==> src/rtl/cpseg_pkg.sv <==
// shared types and constants for the closest-point-on-segment unit
// no dependencies
package cpseg_pkg;

    localparam int unsigned FRAC_BITS  = 16;   // q16.16 coordinates (result is format free)
    localparam int unsigned COORD_W    = 32;
    localparam int unsigned DIFF_W     = COORD_W + 1;
    localparam int unsigned PROD_W     = 2 * DIFF_W;
    localparam int unsigned NUM_W      = PROD_W + 1;
    localparam int unsigned DEN_W      = PROD_W;
    localparam int unsigned QUO_W      = COORD_W + 1;
    localparam int unsigned DIV_CELLS  = COORD_W;
    localparam int unsigned MUL_W      = QUO_W + COORD_W;
    localparam int unsigned PIPE_DEPTH = 4 + DIV_CELLS + 2;

    // configuration register index
    typedef enum logic [2:0] {
        REG_START_X = 3'd0,
        REG_START_Y = 3'd1,
        REG_START_Z = 3'd2,
        REG_END_X   = 3'd3,
        REG_END_Y   = 3'd4,
        REG_END_Z   = 3'd5
    } t_reg_idx;

    // region code of a result
    typedef enum logic [1:0] {
        RGN_INTERIOR = 2'd0,
        RGN_START    = 2'd1,
        RGN_END      = 2'd2,
        RGN_DEGEN    = 2'd3
    } t_region;

    // segment values derived from the configuration
    typedef struct packed {
        logic signed [2:0][DIFF_W-1:0] d;
        logic [2:0][COORD_W-1:0]       mag;
        logic [2:0]                    neg;
        logic                          deg;
    } t_seg;

    // one beat travelling through the divider chain
    typedef struct packed {
        logic [DEN_W-1:0] rem;
        logic [DEN_W-1:0] den;
        logic [QUO_W-1:0] quo;
        t_region          region;
    } t_div;

endpackage

==> src/rtl/cpseg_div_cell.sv <==
// one restoring divide cell: shift, compare, subtract, one quotient bit
// depends on cpseg_pkg
module cpseg_div_cell import cpseg_pkg::*; (
    input  logic i_clk,
    input  logic i_rst_n,
    input  logic i_valid,
    output logic o_ready,
    input  t_div i_div,
    output logic o_valid,
    input  logic i_ready,
    output t_div o_div
);

    logic             r_v;
    t_div             r_div;
    logic [DEN_W:0]   shl;
    logic [DEN_W:0]   diff;
    logic             ge;

    assign o_ready = !r_v || i_ready;
    assign o_valid = r_v;
    assign o_div   = r_div;

    // trial subtract of the shifted remainder
    assign shl  = {i_div.rem, 1'b0};
    assign ge   = shl >= {1'b0, i_div.den};
    assign diff = shl - {1'b0, i_div.den};

    always_ff @(posedge i_clk) begin
        if (!i_rst_n) begin
            r_v <= 1'b0;
        end else if (o_ready) begin
            r_v <= i_valid;
        end
    end

    always_ff @(posedge i_clk) begin
        if (o_ready) begin
            r_div.rem    <= ge ? diff[DEN_W-1:0] : shl[DEN_W-1:0];
            r_div.den    <= i_div.den;
            r_div.quo    <= {i_div.quo[QUO_W-2:0], ge};
            r_div.region <= i_div.region;
        end
    end

endmodule

==> config.mk <==
export PLATFORM = sky130hd
export DESIGN_NAME = cpseg_div_cell
export DESIGN_NICKNAME = d
export VERILOG_FILES = /design/src/rtl/cpseg_pkg.sv /design/src/rtl/cpseg_div_cell.sv
export SDC_FILE = /design/constraint.sdc
export NUM_CORES = 1
export LEC_CHECK = 0
export BUFFER_PORTS_ARGS = -buffer_cell sky130_fd_sc_hd__buf_2
export CAP_MARGIN = 40
export CORE_UTILIZATION = 50
export CTS_CLUSTER_SIZE = 14
export DETAILED_ROUTE_END_ITERATION = 6
export PLACE_DENSITY = 0.8
export SYNTH_ARGS = -nofsm -noshare
export SYNTH_HDL_FRONTEND = slang
export SYNTH_SLANG_ARGS = --single-unit
==> constraint.sdc <==
create_clock -name i_clk -period 8.9 [get_ports i_clk]
set_input_delay 1.78 -clock i_clk [delete_from_list [all_inputs] [get_ports i_clk]]
set_output_delay 1.78 -clock i_clk [all_outputs]
set_load 0.02 [all_outputs]
**After elaboration in Yosys (flattened, before gate mapping)**

Index checks and enable logic that the tools add are counted.
W data, S select, Z words.

- Add/sub/neg operators: 1
- $lt $le $gt $ge: 1
- Multiplexer cells: 1
- Reduce and logical (&&, ||, !) cells: 2

Operators with widths:

| cell | count |
|---|---|
| $ge A67 B66 Y1 | 1 |
| $mux W66 | 1 |
| $sub A66 B66 Y66 | 1 |
| $logic_not A1 Y1 | 1 |
| $logic_or A1 B1 Y1 | 1 |

- Bits in registers: 168
- Input port bits: 171
- Logic and storage cells: 11

**Depth between registers and ports, before layout**

- Depth in word-level cells: 2
- Depth in mapped cells: 14
- Depth with buffers taken out: 12

**Least setup slack after synthesis**

OpenSTA, ideal clock, no wires.

- Path kind: input-to-output
- Start point: input port i_ready
- End point: output port o_ready
- Data arrival time: 5.948 ns
- Data required time: 7.120 ns
- Setup slack: 1.172 ns
- Stages on the path: 1
- Cells stage by stage: nand2b_1

- Word-level cells in the longest chain between the ends: 1

RTL lines:

| element | RTL line | RTL |
|---|---|---|
| from (decl) | cpseg_div_cell.sv:10 | `input logic i_ready,` |
| $logic_or A1 B1 Y1 | cpseg_div_cell.sv:20 | `assign o_ready = !r_v \|\| i_ready;` |
| to (decl) | cpseg_div_cell.sv:7 | `output logic o_ready,` |

No other way between the ends.

**Worst setup path in the final report**

- Start point: input port i_div[59] (netlist name)
- End point: register r_div (netlist bit o_div[117]), data pin

- Word-level cells in the longest chain between the ends: 2

RTL lines:

| element | RTL line | RTL |
|---|---|---|
| from (decl) | cpseg_div_cell.sv:8 | `input t_div i_div,` |
| $ge A67 B66 Y1 | cpseg_div_cell.sv:26 | `assign ge = shl >= {1'b0, i_div.den};` |
| $mux W66 | cpseg_div_cell.sv:39 | `r_div.rem <= ge ? diff[DEN_W-1:0] : shl[DEN_W-1:0];` |
| to (decl) | cpseg_div_cell.sv:15 | `t_div r_div;` |

No other way between the ends.
A chain may end at the register's enable or synchronous reset.

==> impl_metrics.env <==
export IMPL_h_tree_depth=4
export IMPL_postCtsSetupBuffers=0
export IMPL_die_h_um=143
export IMPL_placed_cell_area_sq_um=11900
export IMPL_slew_violations=0
export IMPL_fp_row_count=51
export IMPL_hold_violations=0
export IMPL_dp_hpwl_um=20700
export IMPL_grt_pass1_wl_um=40700
export IMPL_synthAdderAreaFrac_pct=8.46
export IMPL_crit_chain="buf_2 > inv_1 > ha_1 > nand4_1 > nor4_1 > nand3_1 > a31oi_1 > nor3_2 > nand2_1 > a31oi_2 > o31ai_4 > buf_4 > mux2_1"
export IMPL_synth_top_area_share_pct=50.2
export IMPL_yosys_area_share_simple_pct=11.2
export IMPL_final_cells=1566
export IMPL_fill_cells=1599
export IMPL_maxCapViolations=0
export IMPL_max_freq_mhz=196
export IMPL_synth_cell_type_count=68
export IMPL_clockBufferDepth=2
export IMPL_synthMuxAreaShare_pct=1.57
export IMPL_vias=8597
export IMPL_syn_to_final_growth_pct=25.0
export IMPL_grt_antenna_before_repair=1
export IMPL_cts_resized=0
export IMPL_finish_utilization_pct=64.0
export IMPL_max_stage_delay_ns=0.48
export IMPL_drt_vias_per_instance=5.49
export IMPL_crit_path_max_fanout=44
export IMPL_holdBufCountCts=0
export IMPL_setup_viol=0
export IMPL_synth_area_leaders="edfxtp_1 50%, ha_1 8.3%, a21oi_1 6.5%"
export IMPL_clk_pin_slew_ns=0.07
export IMPL_synth_area_sq_um=9990
export IMPL_critPathRequiredTime_ns=9.08
export IMPL_layout_drive_gt1_share_pct=30.4
export IMPL_synth_seq_cells=168
export IMPL_yosys_area_top_type="edfxtp_1"
export IMPL_hold_ws_ns=1.08
export IMPL_ys_warn_count=0
export IMPL_drcViolationCount=0
export IMPL_grt_max_degree=70
export IMPL_rsz0062_at_grt="no"
export IMPL_synth_top_family_by_area="compound AO/OA/AOI/OAI gates"
export IMPL_ioPinCount=340
export IMPL_place_congestion=0.886
export IMPL_port_buffers=338
export IMPL_register_area_sq_um=5030
export IMPL_cpLargestDelayFamily="simple AND/OR/NAND/NOR gates"
export IMPL_ant_nets=0
export IMPL_finalPower_mw=2.41
export IMPL_hp_class="flip-flop to flip-flop"
export IMPL_p_leak_nw=5.67
export IMPL_crit_slowest_cell="buf_4"
export IMPL_multi_input_area_sq_um=4490
export IMPL_cts_sinks=168
export IMPL_critPathKind="input pin to flip-flop"
export IMPL_drt_wl_total_um=26700
export IMPL_fin_worst_skew_ns=0.00771
export IMPL_synth_xor_area_share_pct=5.00
export IMPL_arrival_ns=5.28
export IMPL_grt_pass1_vias=8023
export IMPL_postSynthCellCount=962
export IMPL_grt_total_usage_pct=25.5
export IMPL_wire_per_inst_um=17.0
export IMPL_fin_crit_ns=5.10
export IMPL_synth_edf_count=167
export IMPL_place_inst=1533
export IMPL_syn_nets=1200
export IMPL_cts_made_buffers=17
export IMPL_async_flop_share_pct=0
export IMPL_dr_pass1_iters=6
export IMPL_tightestPinTransition_ns=0.875
export IMPL_synth_compound_area_share_pct=18.6
export IMPL_final_nets=1525
export IMPL_p_per_area_nw_per_um2=193
export IMPL_synth_flop_cell="edfxtp_1"
export IMPL_tns_ns=0
export IMPL_cp_start_kind="input pin"
export IMPL_max_slew_margin_pct=41.7
export IMPL_drt_iter0_markers=597
export IMPL_endpoint_kind="flip-flop"
export IMPL_start_util_pct=51.2
export IMPL_period_share_pct=57.3
export IMPL_pre_cts_slack_ns=3.43
export IMPL_synth_avg_cell_area_sq_um=10.4
export IMPL_die_area_sq_um=20600
export IMPL_outcome="finished clean"
export IMPL_timing_final_ws_setup_ns=3.80
export IMPL_die_w_um=143
export IMPL_peakVddDrop_v=0.000142
export IMPL_cts_root_buf="clkbuf_16"
export IMPL_cts_tree="built"
export IMPL_synth_seq_area_share_pct=50.4
export IMPL_cp_num_buf_inv=3
export IMPL_clock_latency_ns=0.43
export IMPL_final_cell_area_sq_um=12500
export IMPL_grt_overflow=0
export IMPL_core_sq_um=19500
[path summary, 6_finish.rpt]
check | startpoint | depth (start not counted) | end | slack [ns]
max | i_div[59] | 13 | o_div[117] | 3.80
min | o_valid | 1 | o_div[156] | 1.08
max reg2reg | o_valid | 4 | o_valid | 6.03
min reg2reg | o_valid | 1 | o_div[156] | 1.08
[synthesized netlist by cell type (all sizes together), types with 6 or more instances]
| cell | n |
|---|---|
| a21oi | 130 |
| clkbuf | 19 |
| xor2 | 24 |
| nand2 | 61 |
| a221oi | 6 |
| nor3 | 15 |
| edfxtp | 167 |
| inv | 82 |
| buf | 18 |
| nand4 | 20 |
| mux2 | 13 |
| a31oi | 10 |
| a21o | 34 |
| o21ai | 59 |
| nand3 | 11 |
| and3 | 6 |
| o31ai | 6 |
| a211oi | 8 |
| o21bai | 12 |
| nor2b | 6 |
| xnor2 | 33 |
| nor2 | 89 |
| ha | 66 |
[logic make-up after synthesis]
kind of cell | after synthesis
flip-flops | 168
AND/OR/NAND/NOR | 239
XOR/XNOR | 57
buffers and inverters | 119
multiplexers | 14
AO/OA/AOI/OAI | 298
adder cells (fa/ha/maj) | 67
[placed cells by master, fill, tap and decap left out, types with 17 or more instances in the layout]
cell type / count
a21o_1: 34
nand2_1: 61
edfxtp_1: 167
nor2_1: 89
o21ai_0: 58
inv_1: 82
xor2_1: 24
clkbuf_16: 17
nand4_1: 20
ha_1: 66
xnor2_1: 33
buf_2: 338
a21oi_1: 130
[layout make-up]
cell class,instances,share of cell area (%)
Sequential cell,168,40.3
Antenna cell,1,0.0200
Tap cell,265,2.66
Multi-Input combinational cell,675,36.0
Inverter,82,2.46
Clock buffer,17,3.41
Clock inverter,15,1.26
Timing Repair Buffer,343,13.9
[power breakdown]
| group | internal, mW | switching (mW) |
|---|---|---|
| Clock | 0.375 | 0.356 |
| Combinational | 0.245 | 0.429 |
| Sequential | 0.986 | 0.0210 |
| Total | 1.61 | 0.806 |
[registers in the layout (all words and copies together) (netlist names)]
signal / count
o_div: 167
o_valid: 1
[per-layer routing]
layer | GRT usage (%) | part of all wire (%)
met5 | 0 | 0
met4 | 6.33 | 1.4
met3 | 5.50 | 8.0
met2 | 44.0 | 49
met1 | 32.4 | 42
No activity file was read; power rests on OpenSTA's default activity.
